## config.mk

```make
export PLATFORM = sky130hd
export DESIGN_NAME = dlmvb_front
export DESIGN_NICKNAME = d
export VERILOG_FILES = /design/src/dlmvb_pkg.sv /design/src/dlmvb_front.sv
export SDC_FILE = /design/constraint.sdc
export NUM_CORES = 1
export LEC_CHECK = 0
export BUFFER_PORTS_ARGS = -buffer_cell sky130_fd_sc_hd__buf_4
export CAP_MARGIN = 40
export CORE_MARGIN = 10
export CORE_UTILIZATION = 37
export CTS_CLUSTER_SIZE = 10
export DETAILED_ROUTE_END_ITERATION = 7
export MAX_ROUTING_LAYER = met4
export PLACE_DENSITY = 0.82
export REMOVE_ABC_BUFFERS = 1
export SYNTH_ARGS = -nofsm -noshare
export SYNTH_HDL_FRONTEND = slang
export SYNTH_SLANG_ARGS = --single-unit
```

## constraint.sdc

```tcl
create_clock -name clk -period 1.51 [get_ports clk]
set_input_delay 0.0755 -clock clk [delete_from_list [all_inputs] [get_ports clk]]
set_output_delay 0.0755 -clock clk [all_outputs]
set_load 0.02 [all_outputs]
```

## src/dlmvb_pkg.sv

```systemverilog
`default_nettype none

package dlmvb_pkg;

	localparam int MAX_ROWS    = 16;
	localparam int MAX_COLS    = 64;
	localparam int VALUE_BITS  = 16;
	localparam int FRAC_BITS   = 8;
	localparam int ROW_W       = 4;
	localparam int COL_W       = 6;
	localparam int ADDR_W      = ROW_W + COL_W;
	localparam int ACC_W       = 40;
	localparam int PROD_W      = 2 * VALUE_BITS;
	localparam int ROWS_CFG_W  = 5;
	localparam int COLS_CFG_W  = 7;
	localparam int CFG_W       = 7;
	localparam int CNT_W       = 7;
	localparam int QUEUE_DEPTH = 2;
	localparam int QPTR_W      = 1;
	localparam int QCNT_W      = 2;

	localparam logic [1:0] KIND_WEIGHT = 2'd0;
	localparam logic [1:0] KIND_BIAS   = 2'd1;
	localparam logic [1:0] KIND_ELEM   = 2'd2;

	localparam logic CFG_ROWS = 1'b0;
	localparam logic CFG_COLS = 1'b1;

	typedef struct packed {
		logic [1:0]                   kind;
		logic [ROW_W-1:0]             row_index;
		logic [COL_W-1:0]             col_index;
		logic signed [VALUE_BITS-1:0] value;
		logic                         last;
	} item_t;

	typedef struct packed {
		logic [ROW_W-1:0]             out_row;
		logic signed [VALUE_BITS-1:0] out_value;
		logic                         out_last;
		logic                         length_error;
	} result_t;

	typedef enum logic [1:0] {
		OP_WEIGHT,
		OP_BIAS,
		OP_ELEM
	} op_kind_t;

	typedef struct packed {
		op_kind_t                     op;
		logic [ROW_W-1:0]             row;
		logic [COL_W-1:0]             col;
		logic signed [VALUE_BITS-1:0] value;
		logic                         add;
		logic                         last;
		logic                         err;
	} op_t;

endpackage

`default_nettype wire

```

## src/dlmvb_front.sv

```systemverilog
`default_nettype none

module dlmvb_front
	import dlmvb_pkg::*;
(
	input  wire logic                  clk,
	input  wire logic                  arst_n,
	input  wire logic                  start,
	input  wire item_t                 item,
	input  wire logic                  full,
	input  wire logic [COLS_CFG_W-1:0] cols_eff,
	output logic                       push,
	output op_t                        push_op
);

	logic             accept;
	logic [CNT_W-1:0] count_q;
	logic [CNT_W-1:0] count_inc;
	logic             elem_acc;

	assign accept = start && !full;

	always_comb begin
		if (count_q < CNT_W'(MAX_COLS + 1)) begin
			count_inc = count_q + CNT_W'(1);
		end else begin
			count_inc = count_q;
		end
	end

	always_comb begin
		push_op.row   = item.row_index;
		push_op.col   = item.col_index;
		push_op.value = item.value;
		push_op.add   = 1'b0;
		push_op.last  = 1'b0;
		push_op.err   = 1'b0;
		push_op.op    = OP_ELEM;
		push          = 1'b0;
		elem_acc      = 1'b0;
		case (item.kind)
			KIND_WEIGHT: begin
				push_op.op = OP_WEIGHT;
				push       = accept;
			end
			KIND_BIAS: begin
				push_op.op = OP_BIAS;
				push       = accept;
			end
			KIND_ELEM: begin
				push_op.op   = OP_ELEM;
				push_op.add  = {1'b0, item.col_index} < cols_eff;
				push_op.last = item.last;
				push_op.err  = item.last && (count_inc != cols_eff);
				push         = accept;
				elem_acc     = accept;
			end
			default: begin
				push = 1'b0;
			end
		endcase
	end

	always_ff @(posedge clk or negedge arst_n) begin
		if (!arst_n) begin
			count_q <= '0;
		end else if (elem_acc) begin
			if (item.last) begin
				count_q <= '0;
			end else begin
				count_q <= count_inc;
			end
		end
	end

endmodule

`default_nettype wire

```

==> metrics.yaml <==
clock_tree:
  clock-root-buffer: "clkbuf_4"
  clockBufferDepth: 2
  cts_tree: "yes"
  cts-buffers-inserted: 3
  clkLatencyLatePin_ns: 0.24
  clock-sinks: 7
  clk_pin_slew_ns: 0.05
  h-tree-depth: 1
critical_path:
  crit_required_ns: 1.43
  cp_max_fo: 4
  crit_path_end_kind: "output pin"
  critPathLaunch: "count_q[5]"
  worstReg2RegStart: "count_q[3]"
  worstSetupPathType: "flop to output pin"
  cp-start-kind: "flop"
  cp.arrival_ns: 1.95
die:
  core_area_um2: 2522
  fp.dieH_um: 71.92
  initial_utilization: 0.3953
  die_x_um: 71.92
  num_rows: 18
  ios: 72
  die_area_um2: 5172
sta:
  fin_crit_sh: 1.339
  slew_headroom: 0.7854
  setup_violations: 3
  max_clock_freq_mhz: 494.4
  worst_pin_slew_ns: 0.3210
  fin_ws_ns: -0.5125
  hold_violations: 0
  drv_slew: 0
  finalCriticalPeriod_ns: 2.022
  setup_tns_ns: -0.5705
  rsz0062_at_grt: "true"
  skew_ns: 0.0001718
final_layout:
  nFillCells: 245
  layoutNonFillerInstCount: 185
  nNetsFinal: 202
  multi_input_area_um2: 598.1
  mostFrequentLayoutCell: "buf_4"
  area_growth_pct: 29.49
  regMostFlops: "count_q"
  largest_reg_flops: 7
  largestRegisters: "count_q: 7 flops"
  seq_area_um2: 176.4
  drive_gt1_frac: 0.4258
  antenna_cells: 0
  most-common-layout-cells: "49 x buf_4, 9 x a21oi_1, 8 x nand2_1, 8 x nor2_1"
detailed_routing:
  wire_per_inst_um: 16.40
  drtIter0Drc: 17
  ant_nets: 0
  num_vias: 970
  drc_errors: 0
  routed_via_density: 5.243
  firstDrtPassIters: 4
  finalWirelength_um: 3034
synth:
  ys_seq_elements: 7
  avgSynthCellArea_um2: 7.791
  synth.area.top_cells: "buf_4 20%, dfrtp_1 18%, ha_1 7.5%, xnor2_1 6.1%, a21oi_1 4.5%"
  seq_area_frac_synth: 0.1757
  yosysWarnings: 0
  synth_top_area_share: 0.1957
  yosys.area.top_type: "buf_4"
  syn-cell-area_um2: 997.2
  synthCells: 128
  ys_types: 40
job:
  maxCapViolCount: 0
placed_design:
  dp_cells: 175
  dp_hpwl_um: 2410
  port_buffers: 31
  routabilityCongestion: 0.9008
power_and_ir_drop:
  p_leak_nw: 0.6269
  max-vdd-ir-drop_uv: 737.8
  p_per_area_nw_per_um2: 938.0
  p_total_mw: 1.211
global_routing:
  grt_max_degree: 9
  grt_pass1_wl_um: 4588
  grt_util_all_layers: 0.1096
  gr-total-overflow: 0
  first_global_vias: 986
  antenna_found_initial: 0
outcome:
  outcome: "complete, but fails checks"
  failed_checks: "setup timing"
min_path:
  min_path_type: "input pin to flop"
  min_from: "item[0]"
-- Yosys cell counts, drive strengths merged --
library cell,n
and3,1
nor2,8
a21o,2
nand3b,1
xor2,1
a21oi,9
ha,6
mux2i,1
nand2b,4
nand4,1
nor3b,1
a22oi,1
nand2,8
or4,1
nand3,2
a31oi,1
or3,1
xnor2,7
o21ai,7
and4b,1
clkbuf,1
nor2b,3
nor4,1
o21a,2
a32oi,1
o311a,1
nor3,3
o22ai,1
buf,30
dfrtp,7
inv,8
and3b,1
o32ai,1
a211oi,2
a311oi,1
o2111a,1
-- kinds of logic (layout without fill, tap and decap cells) --
| family | count (synthesis) | count (layout) | share of synthesized area |
|---|---|---|---|
| buffers and inverters | 39 | 66 | 0.2560 |
| and+or+nand+nor | 37 | 37 | 0.2108 |
| AOI/OAI and AO/OA | 30 | 30 | 0.2020 |
| xor gates and xnor gates | 8 | 8 | 0.07027 |
| DFF | 7 | 7 | 0.1757 |
| adders and majority gates | 6 | 6 | 0.07528 |
| muxes | 1 | 1 | 0.01004 |
-- repair_timing --
action	CTS	global route
cloned	0	0
pin swaps	5	4
hold buffers	1	0
resized for setup	3	10
endpoints found under the hold margin	7	0
buffers inserted	3	3
endpoints found under the setup margin	4	6
-- final cells by class --
type,instances,share of cell area
multi-input combinational,82,0.4632
timing repair buffer,54,0.3275
sequential,7,0.1366
tap,30,0.02907
inverter,8,0.02326
clock buffer,4,0.02035
-- per-layer routing --
| metal | GRT usage | routed length (µm) |
|---|---|---|
| met1 | 0.1190 | 1168 |
| met2 | 0.1667 | 1514 |
| met3 | 0.06667 | 339 |
| met4 | 0.02581 | 11 |
| met5 | - | 0 |
-- path summary, 6_finish.rpt --
path	endpoint	slack, ns	cells past startpoint
min in group asynchronous	count_q[4]	0.18	2
max	push_op[0]	-0.51	6
max in group asynchronous	count_q[5]	1.20	2
min	count_q[6]	0.08	2
min reg2reg	count_q[2]	0.68	2
max reg2reg	count_q[1]	-0.05	5
-- worst max-delay path: stages, from the launching register on --
cell and delay (ns):
dfrtp_2 0.43, nor4_4 0.34, a311oi_1 0.15, or3_1 0.32, o2111a_1 0.14, a31oi_1 0.16
buf_4 0.17
-- where the power goes --
group	internal (mW)	switching, mW	total (mW)
Sequential	0.230	0.0408	0.270
Clock	0.100	0.0591	0.159
Combinational	0.414	0.368	0.782
Total	0.744	0.468	1.21
-- through the flow --
step           utilization  area (µm²)  setup slack (ns)  hold WS, ns
4_1_cts             0.4886        1232           -0.4718      0.06668
6_report            0.5119        1291           -0.5125      0.08000
3_5_place_dp        0.4638        1170           -0.2641      -0.1102
3_3_place_gp        0.4638        1170           -0.2252      -0.1130
2_1_floorplan            -       772.0           -0.3588      -0.2201
5_1_grt             0.5119        1291           -0.6434      0.07413
Power figures use the tool's default switching activity.
