## src/dlmvb_pkg.sv

```systemverilog
`default_nettype none

package dlmvb_pkg;

	localparam int MAX_ROWS    = 16;
	localparam int MAX_COLS    = 64;
	localparam int VALUE_BITS  = 16;
	localparam int FRAC_BITS   = 8;
	localparam int ROW_W       = 4;
	localparam int COL_W       = 6;
	localparam int ADDR_W      = ROW_W + COL_W;
	localparam int ACC_W       = 40;
	localparam int PROD_W      = 2 * VALUE_BITS;
	localparam int ROWS_CFG_W  = 5;
	localparam int COLS_CFG_W  = 7;
	localparam int CFG_W       = 7;
	localparam int CNT_W       = 7;
	localparam int QUEUE_DEPTH = 2;
	localparam int QPTR_W      = 1;
	localparam int QCNT_W      = 2;

	localparam logic [1:0] KIND_WEIGHT = 2'd0;
	localparam logic [1:0] KIND_BIAS   = 2'd1;
	localparam logic [1:0] KIND_ELEM   = 2'd2;

	localparam logic CFG_ROWS = 1'b0;
	localparam logic CFG_COLS = 1'b1;

	typedef struct packed {
		logic [1:0]                   kind;
		logic [ROW_W-1:0]             row_index;
		logic [COL_W-1:0]             col_index;
		logic signed [VALUE_BITS-1:0] value;
		logic                         last;
	} item_t;

	typedef struct packed {
		logic [ROW_W-1:0]             out_row;
		logic signed [VALUE_BITS-1:0] out_value;
		logic                         out_last;
		logic                         length_error;
	} result_t;

	typedef enum logic [1:0] {
		OP_WEIGHT,
		OP_BIAS,
		OP_ELEM
	} op_kind_t;

	typedef struct packed {
		op_kind_t                     op;
		logic [ROW_W-1:0]             row;
		logic [COL_W-1:0]             col;
		logic signed [VALUE_BITS-1:0] value;
		logic                         add;
		logic                         last;
		logic                         err;
	} op_t;

endpackage

`default_nettype wire

```

## src/dlmvb_queue.sv

```systemverilog
`default_nettype none

module dlmvb_queue
	import dlmvb_pkg::*;
(
	input  wire logic clk,
	input  wire logic arst_n,
	input  wire logic push,
	input  wire op_t  push_op,
	input  wire logic pop,
	output op_t       head,
	output logic      empty,
	output logic      full
);

	op_t              slot_q [QUEUE_DEPTH];
	logic [QPTR_W-1:0] wptr_q;
	logic [QPTR_W-1:0] rptr_q;
	logic [QCNT_W-1:0] count_q;

	assign empty = (count_q == '0);
	assign full  = (count_q == QCNT_W'(QUEUE_DEPTH));
	assign head  = slot_q[rptr_q];

	always_ff @(posedge clk) begin
		if (push) begin
			slot_q[wptr_q] <= push_op;
		end
	end

	always_ff @(posedge clk or negedge arst_n) begin
		if (!arst_n) begin
			wptr_q  <= '0;
			rptr_q  <= '0;
			count_q <= '0;
		end else begin
			if (push) begin
				wptr_q <= wptr_q + QPTR_W'(1);
			end
			if (pop) begin
				rptr_q <= rptr_q + QPTR_W'(1);
			end
			if (push && !pop) begin
				count_q <= count_q + QCNT_W'(1);
			end else if (pop && !push) begin
				count_q <= count_q - QCNT_W'(1);
			end
		end
	end

	a_no_overflow: assert property (@(posedge clk) disable iff (!arst_n)
		full |-> !push || pop)
		else $error("word pushed into full queue");

	a_no_underflow: assert property (@(posedge clk) disable iff (!arst_n)
		empty |-> !pop)
		else $error("pop from empty queue");

	a_count_range: assert property (@(posedge clk) disable iff (!arst_n)
		count_q <= QCNT_W'(QUEUE_DEPTH))
		else $error("queue count out of range");

endmodule

`default_nettype wire

```

## config.mk

```make
export PLATFORM = sky130hd
export DESIGN_NAME = dlmvb_queue
export DESIGN_NICKNAME = d
export VERILOG_FILES = /design/src/dlmvb_pkg.sv /design/src/dlmvb_queue.sv
export SDC_FILE = /design/constraint.sdc
export NUM_CORES = 1
export LEC_CHECK = 0
export BUFFER_PORTS_ARGS = -buffer_cell sky130_fd_sc_hd__clkbuf_2
export CAP_MARGIN = 20
export CORE_ASPECT_RATIO = 0.75
export CORE_UTILIZATION = 45
export DETAILED_ROUTE_END_ITERATION = 8
export PLACE_DENSITY = 0.75
export SLEW_MARGIN = 20
export SYNTH_ARGS = -nofsm -noshare
export SYNTH_HDL_FRONTEND = slang
export SYNTH_SLANG_ARGS = --single-unit
```

## constraint.sdc

```tcl
create_clock -name clk -period 4.87 [get_ports clk]
set_input_delay 0.2435 -clock clk [delete_from_list [all_inputs] [get_ports clk]]
set_output_delay 0.2435 -clock clk [all_outputs]
set_load 0.02 [all_outputs]
```

==> results of run 1 <==
==> per-layer routing <==
| layer | up-vias | track usage | wire, um |
|---|---|---|---|
| met5 | - | 0 | 0 |
| met4 | 0 | 0.0476 | 45 |
| met3 | 6 | 0.103 | 343 |
| met2 | 55 | 0.227 | 1810 |
| met1 | 595 | 0.145 | 1590 |
| li1 | 584 | - | - |
==> final timing paths <==
| kind | start | endpoint | slack (ns) | cells after the start |
|---|---|---|---|---|
| max in group asynchronous | arst_n | rptr_q | 4.48 | 2 |
| worst max register to register | wptr_q | slot_q[0][8] | 3.36 | 1 |
| worst min-delay path | push_op[3] | slot_q[0][3] | 0.1 | 1 |
| worst min register to register | count_q[1] | count_q[1] | 0.49 | 1 |
| worst max-delay path | rptr_q | head[10] | 2.72 | 2 |
| min in group asynchronous | arst_n | count_q[1] | 0.26 | 2 |
==> logic make-up (layout without fill, tap and decap cells) <==
logic type | count (synthesis) | after routing
xor+xnor | 5 | 5
fa+ha+maj | 1 | 1
buf+inv | 5 | 85
flops | 66 | 66
mux | 31 | 31
simple gates | 5 | 5
==> through the flow <==
| step | power, W | std cells | hold WS [ns] | utilization | cell area, um2 |
|---|---|---|---|---|---|
| 2_1_floorplan | 0.00135 | 113 | -0.0521 | - | 2580 |
| 3_3_place_gp | 0.00145 | 252 | 0.0478 | 0.543 | 2950 |
| 3_5_place_dp | 0.00147 | 252 | 0.0523 | 0.543 | 2950 |
| 4_1_cts | 0.00188 | 268 | 0.0805 | 0.576 | 3140 |
| 5_1_grt | 0.00195 | 268 | 0.0743 | 0.576 | 3140 |
| 6_report | 0.00186 | 268 | 0.0992 | 0.576 | 3140 |
==> state kept, by name, indices dropped and copies added (netlist names) <==
| register | flops |
|---|---|
| rptr_q | 1 |
| count_q | 2 |
| slot_q | 62 |
| wptr_q | 1 |
==> power by group through the flow <==
stage                     Combinational, W  Clock [W]  Sequential, W
after global routing              0.000631   0.000443       0.000879
after global placement            0.000584          0       0.000868
after CTS                         0.000596   0.000417       0.000868
final                             0.000587   0.000405       0.000863
after detailed placement          0.000592          0       0.000880
after floorplan                   0.000548          0       0.000799
==> synthesized netlist by cell type (all sizes together) <==
library cell	number	area (um2)
dfrtp	4	100
nor2	2	7.51
xnor2	1	8.76
mux2	31	458
nor2b	2	12.5
inv	1	3.75
edfxtp	62	1860
ha	1	12.5
and2	1	6.26
xor2	4	35.0
buf	4	71.3
==> layout make-up <==
class                           count  area (um2)  area share
Timing Repair Buffer               69         353       0.113
Clock buffer                       10         128      0.0407
Tap cell                           75        93.8      0.0299
Sequential cell                    66        1960       0.626
Multi-Input combinational cell     42         548       0.175
Clock inverter                      5        46.3      0.0148
Inverter                            1        3.75     0.00120
==> results.ini, run 1 <==
[drt]
firstDrtPassIters = 4
viasPerCell = 4.63
wire_per_inst_um = 14.1
drc = 0
vias = 1240
ant_nets = 0
drt_iter0_markers = 28
routed_wl_um = 3780

[power]
pwr-share-seq = 0.465
switching_share = 0.312
ir_drop_mv = 0.318
comb_power_share = 0.316
power.internal_w = 0.00128
p_switching_w = 0.000579
pwr-share-clk = 0.218
powerDensity_mw_per_mm2 = 592
cellLeakagePower_nw = 1.30

[grt]
first_global_vias = 1236
grt_start_max_net_pins = 33
grt_overflow_total = 0
antenna_found_initial = 0
track_usage = 0.141
grt_pass1_wl_um = 5620

[critical_path]
crit_buf_inv = 1
critical_path_required_ns = 4.63
worst-setup-path-type = reg -> out
cp.arrival_ns = 1.90
slowest_delay_ns = 1.01
crit_fanout = 32
crit_path_cell_trace = mux2_2, clkbuf_2
worst_path_max_delay_cell = dfrtp_2
crit_family = flip-flops
worst_setup_path_start_kind = register
critPathCaptureType = output port

[sta]
setup_tns_ns = 0
fmax_mhz = 466
finalHoldViolCount = 0
drv_slew = 0
clock_skew_ns = 0.00578
setup_viol = 0
worst_slew_pin_slew_ns = 0.971
period_minus_slack_ns = 2.15
rsz0062_at_grt = false
fin_crit_sh = 0.441
setup_ws_ns = 2.72
slew-limit-headroom = 0.353

[clock_tree]
numCtsBuffers = 9
htree_levels = 3
cts_resized = 0
clk_latency_ns = 0.33
clk_pin_slew_ns = 0.06
clock_path_buffers = 2
cts.sinks = 66
cts_setup_buffers = 0
hold_buffers = 1
root_buffer = clkbuf_8
cts_tree = yes

[logic_synthesis]
synthMuxAreaShare = 0.178
avgSynthCellArea_um2 = 22.8
syn_area_mm2 = 0.00258
syn_inst = 113
synth.yosys.warnings = 0
synthAdderAreaFrac = 0.00485
synth_compound_area_frac = 0
synth_top_family_by_area = multiplexers
syn_nets = 149
synth_xor_area_frac = 0.0170
ys_ff_latch = 66
yosys.area_share.simple = 0.0102
yosysUniqueCellTypes = 13
ys_seq_area_frac = 0.761

[finish]
layout.nets = 225
layout_commonest_cell = clkbuf_2
diodes = 0
layout_common_cells = clkbuf_2, edfxtp_1, mux2_4
drive_gt1_frac = 0.580
area_delta_synth_final_pct = 21.7
fill_cells = 433

[placed_design]
gp_congestion = 0.637
dp_slack_ns = 3.04
dp_hpwl_um = 2540
io_buffers = 67

[die]
start_util = 0.474
ioPinCount = 68
die_y_um = 67.5
coreArea_mm2 = 0.00544
die_x_um = 89.4
row_count = 23
die_area_mm2 = 0.00604

[run_status]
status = completed

[flow_run]
max-cap-violations = 0

[hold_path]
min_path_type = in -> reg

Note: power is estimated with default switching activity, not from simulation.
==> run 2: changes to the inputs <==
clock period = 2.15 ns   (was 4.87 ns; I/O delays follow)
==> results.ini, run 2 (synthesis gave the netlist of run 1 again) <==
[drt]
viasPerCell = 4.50  ; -2.7%
ant_nets = 0  ; unchanged
routed_wl_um = 4420  ; +17%
drt_iter0_markers = 25  ; -11%
vias = 1364  ; +10%
drc = 0  ; unchanged
firstDrtPassIters = 4  ; unchanged
wire_per_inst_um = 14.6  ; +3.4%

[finish]
drive_gt1_frac = 0.500  ; -0.0803
layout.nets = 259  ; +15%
final_core_util = 0.636  ; +0.0591
top_register = slot_q
diodes = 0  ; unchanged
layout_commonest_cell = clkbuf_2
area_delta_synth_final_pct = 34.1
multi_input_area_um2 = 543  ; -0.91%
layout_common_cells = clkbuf_2, edfxtp_1, dlygate4sd3_1
final-seq-area_mm2 = 0.00196  ; unchanged
largestRegisters = slot_q: 62 flops, count_q: 2 flops
largest_register_ff_count = 62  ; unchanged
fill_cells = 396  ; -8.5%

[flow_run]
max-cap-violations = 0  ; unchanged

[critical_path]
worst_setup_path_start_kind = register
critPathCaptureType = output port
crit_fanout = 17  ; -47%
startpoint = rptr_q
critical_path_required_ns = 2.04  ; -2.59 ns
crit-reg2reg-launch = wptr_q
cp.arrival_ns = 1.79  ; -0.11 ns
worst-setup-path-type = reg -> out

[sta]
finalHoldViolCount = 0  ; unchanged
worst_slew_pin_slew_ns = 0.520  ; -0.451 ns
fmax_mhz = 528
slew-limit-headroom = 0.653  ; +0.301
period_minus_slack_ns = 1.89
rsz0062_at_grt = false
clock_skew_ns = 0.00534  ; -0.000445 ns
setup_tns_ns = 0  ; unchanged
drv_slew = 0  ; unchanged
whs_ns = 0.0276  ; -0.0717 ns
fin_crit_sh = 0.880
setup_viol = 0  ; unchanged

[run_status]
status = completed

[clock_tree]
htree_levels = 3  ; unchanged
clock_path_buffers = 2  ; unchanged
cts.sinks = 66  ; unchanged
clk_latency_ns = 0.32  ; about the same
numCtsBuffers = 9  ; unchanged
hold_buffers = 33  ; +32
cts_setup_buffers = 0  ; unchanged
cts_resized = 0  ; unchanged
clk_pin_slew_ns = 0.06  ; about the same
root_buffer = clkbuf_8
cts_tree = yes

[grt]
grt_pass1_wl_um = 6720  ; +20%
grt_start_max_net_pins = 32  ; -3.0%
antenna_found_initial = 0  ; unchanged
first_global_vias = 1406  ; +14%
grt_overflow_total = 0  ; unchanged
track_usage = 0.165  ; +0.0232

[power]
p_switching_w = 0.00136  ; +130%
pwr-share-clk = 0.194  ; -0.024
ir_drop_mv = 0.818  ; +160%
powerDensity_mw_per_mm2 = 1210  ; +110%
cellLeakagePower_nw = 1.44  ; +10%
power.internal_w = 0.00284  ; +120%
comb_power_share = 0.357  ; +0.041
pwr-share-seq = 0.449  ; -0.016
switching_share = 0.323  ; +0.0113

[die]
die_y_um = 67.5  ; unchanged
coreArea_mm2 = 0.00544  ; unchanged
ioPinCount = 68  ; unchanged
row_count = 23  ; unchanged
die_x_um = 89.4  ; unchanged
start_util = 0.474  ; unchanged
die_area_mm2 = 0.00604  ; unchanged

[placed_design]
io_buffers = 67  ; unchanged
gp_congestion = 0.683  ; +7.2%

[hold_path]
min_path_type = in -> reg
holdCritStartpoint = push

run 2: cell types whose count changed in the layout (fill, tap and decap cells not counted), sizes merged:
cell,change
dlygate4sd3,+32
buf,+2
bufinv,-1
clkbuf,+1
clkinv,+1
run 2: power by group through the flow:
| stage | logic [W] | registers, W | clock network (W) |
|---|---|---|---|
| 2_1_floorplan | 0.00124 | 0.00181 | 0 |
| 3_3_place_gp | 0.00144 | 0.00189 | 0 |
| 3_5_place_dp | 0.00146 | 0.00192 | 0 |
| 4_1_cts | 0.00151 | 0.00189 | 0.000834 |
| 5_1_grt | 0.00161 | 0.00191 | 0.000900 |
| 6_report | 0.00150 | 0.00189 | 0.000814 |
run 2: critical path: stages, from the launching register on:
cell      delay (ns)
dfrtp_2         0.70
buf_12          0.25
mux2_2          0.35
clkbuf_2        0.16
run 2: layer usage:
layer | GRT usage | wire length, um | vias up
met5 | 0 | 0 | -
met2 | 0.269 | 2090 | 58
met3 | 0.0782 | 265 | 6
met4 | 0.0476 | 44 | 0
met1 | 0.196 | 2030 | 648
li1 | - | - | 652
run 2: area by class of cell:
type,count,area share
multi-input combinational,42,0.157
clock buffer,11,0.0380
clock inverter,5,0.00615
sequential,66,0.568
tap,75,0.0271
inverter,1,0.00109
timing repair buffer,103,0.203
run 2: worst paths after layout:
check                           endpoint  slack [ns]  depth (start not counted)
hold / removal                    wptr_q        0.03                          2
min in group asynchronous         wptr_q        0.13                          2
setup reg to reg           slot_q[0][25]        0.86                          2
max in group asynchronous         rptr_q        1.88                          2
setup / recovery                head[11]        0.26                          3
hold reg to reg               count_q[1]        0.52                          1
run 2: stage by stage:
| step | cell area [um2] | std cells | setup slack [ns] | total power (W) |
|---|---|---|---|---|
| after floorplan | 2580 | 113 | 0.514 | 0.00305 |
| after global routing | 3460 | 303 | 0.176 | 0.00443 |
| after CTS | 3460 | 303 | 0.219 | 0.00424 |
| final | 3460 | 303 | 0.257 | 0.00420 |
| after detailed placement | 2970 | 254 | 0.585 | 0.00338 |
| after global placement | 2970 | 254 | 0.621 | 0.00333 |
==> run 3: changes to the inputs <==
CTS_CLUSTER_DIAMETER = 40   (was not set)
clock period = 2.3 ns   (was 2.15 ns; I/O delays follow)
==> results.ini, run 3 (synthesis gave the netlist of run 1 again) <==
[run_status]
status = completed

[finish]
final-seq-area_mm2 = 0.00196  ; unchanged
area_delta_synth_final_pct = 33.8
final_area_mm2 = 0.00345  ; -0.25%
multi_input_area_um2 = 548  ; +0.92%
layout_commonest_cell = clkbuf_2
largestRegisters = slot_q: 62 flops, count_q: 2 flops
layout.nets = 259  ; unchanged
layout_common_cells = clkbuf_2, edfxtp_1, dlygate4sd3_1
top_register = slot_q
drive_gt1_frac = 0.496  ; -0.00439
largest_register_ff_count = 62  ; unchanged
fill_cells = 393  ; -0.76%
diodes = 0  ; unchanged

[sta]
fin_crit_sh = 0.855
setup_tns_ns = 0  ; unchanged
period_minus_slack_ns = 1.97
slew-limit-headroom = 0.724  ; +0.0706
clock_skew_ns = 0.00362  ; -0.00172 ns
finalHoldViolCount = 0  ; unchanged
setup_viol = 0  ; unchanged
drv_slew = 0  ; unchanged
rsz0062_at_grt = false
fmax_mhz = 508
worst_slew_pin_slew_ns = 0.414  ; -0.106 ns

[drt]
viasPerCell = 4.36  ; -3.2%
firstDrtPassIters = 4  ; unchanged
topRoutingLayerUsed = met4
routed_wl_um = 4130  ; -6.6%
vias = 1321  ; -3.2%
ant_nets = 0  ; unchanged
drt_iter0_markers = 68  ; +170%
wl_met1_um = 1810  ; -11%
met2WireLength_um = 1920  ; -7.9%
wl_met3_um = 332  ; +25%
drc = 0  ; unchanged
wire_per_inst_um = 13.6  ; -6.6%

[clock_tree]
cts_resized = 0  ; unchanged
numCtsBuffers = 9  ; unchanged
hold_buffers = 33  ; unchanged
clk_pin_slew_ns = 0.06  ; about the same
clk_latency_ns = 0.33  ; about the same
clock_path_buffers = 2  ; unchanged
root_buffer = clkbuf_8
htree_levels = 3  ; unchanged
cts.sinks = 66  ; unchanged
cts_setup_buffers = 0  ; unchanged
cts_tree = yes

[critical_path]
crit-reg2reg-launch = wptr_q
critPathCaptureType = output port
worstRegToRegCells = 2  ; unchanged
worst-setup-path-type = reg -> out
crit_fanout = 21  ; +4
reg2reg_to = slot_q[1][19]
r2r_setup_slack_ns = 1.01  ; +0.15 ns
critical_path_required_ns = 2.18  ; +0.14 ns
cp.arrival_ns = 1.85  ; +0.06 ns
worst_setup_path_start_kind = register

[placed_design]
dpl-instance-area_mm2 = 0.00297  ; -0.25%
io_buffers = 67  ; unchanged
dp_hpwl_um = 2780
gp_congestion = 0.685  ; +0.25%

[hold_path]
min_path_type = in -> reg
whs_endpoint = wptr_q
min_path_cells = 2  ; unchanged
holdCritStartpoint = push

[power]
powerDensity_mw_per_mm2 = 1120  ; -7.7%
ir_drop_mv = 0.919  ; +12%
cellLeakagePower_nw = 1.43  ; -0.17%

[die]
die_area_mm2 = 0.00604  ; unchanged
coreArea_mm2 = 0.00544  ; unchanged
ioPinCount = 68  ; unchanged
die_x_um = 89.4  ; unchanged
die_y_um = 67.5  ; unchanged
start_util = 0.474  ; unchanged
row_count = 23  ; unchanged

[grt]
antenna_found_initial = 0  ; unchanged
grt_overflow_total = 0  ; unchanged
first_global_vias = 1286  ; -8.5%
grt_start_max_net_pins = 32  ; unchanged
track_usage = 0.154  ; -0.0101
grt_pass1_wl_um = 6190  ; -7.9%

[flow_run]
max-cap-violations = 0  ; unchanged

## run 3: cell types whose count changed in the layout (fill, tap and decap cells not counted), sizes merged
cell    delta
clkinv     +1
clkbuf     -1
## run 3: worst max-delay path, cell delays in order (launching register included)
cell,delay (ns)
dfrtp_2,0.58
buf_4,0.42
mux2_4,0.35
clkbuf_2,0.15
## run 3: layer usage
metal  up-vias  track usage
li1        654            -
met1       602        0.182
met4         0       0.0655
met5         -            0
met2        57        0.240
met3         8       0.0795
## run 3: worst max-delay path by stage
stage,depth (start not counted),startpoint,slack [ns],endpoint
global placement,3,rptr_q,0.69,head[20]
floorplan,1,wptr_q,0.08,slot_q[0][0]
detailed placement,3,rptr_q,0.67,head[20]
CTS,3,rptr_q,0.30,head[20]
global route,3,rptr_q,0.23,head[20]
finish,3,rptr_q,0.33,head[30]
## run 3: stage by stage
stage / total power [W] / hold WS [ns] / instances / setup WS [ns] / util
after CTS: 0.00391 / 0.00991 / 303 / 0.302 / 0.634
after detailed placement: 0.00313 / -0.0713 / 254 / 0.671 / 0.545
after floorplan: 0.00285 / -0.181 / 113 / 0.0795 / -
final: 0.00386 / 0.0256 / 303 / 0.333 / 0.634
after global routing: 0.00407 / 0.00948 / 303 / 0.233 / 0.634
after global placement: 0.00309 / -0.0777 / 254 / 0.695 / 0.545
## run 3: report_power, final
group | total, W | switching, W | internal [W]
logic | 0.00139 | 0.000740 | 0.000654
clock network | 0.000734 | 0.000365 | 0.000370
registers | 0.00173 | 0.000130 | 0.00160
## run 3: cell type report
class | instances | area share
clock buffers | 10 | 0.0370
clock inverters | 6 | 0.00689
inverters | 1 | 0.00109
multi-input cells | 42 | 0.159
flip-flops and latches | 66 | 0.569
well taps | 75 | 0.0272
repair buffers | 103 | 0.200
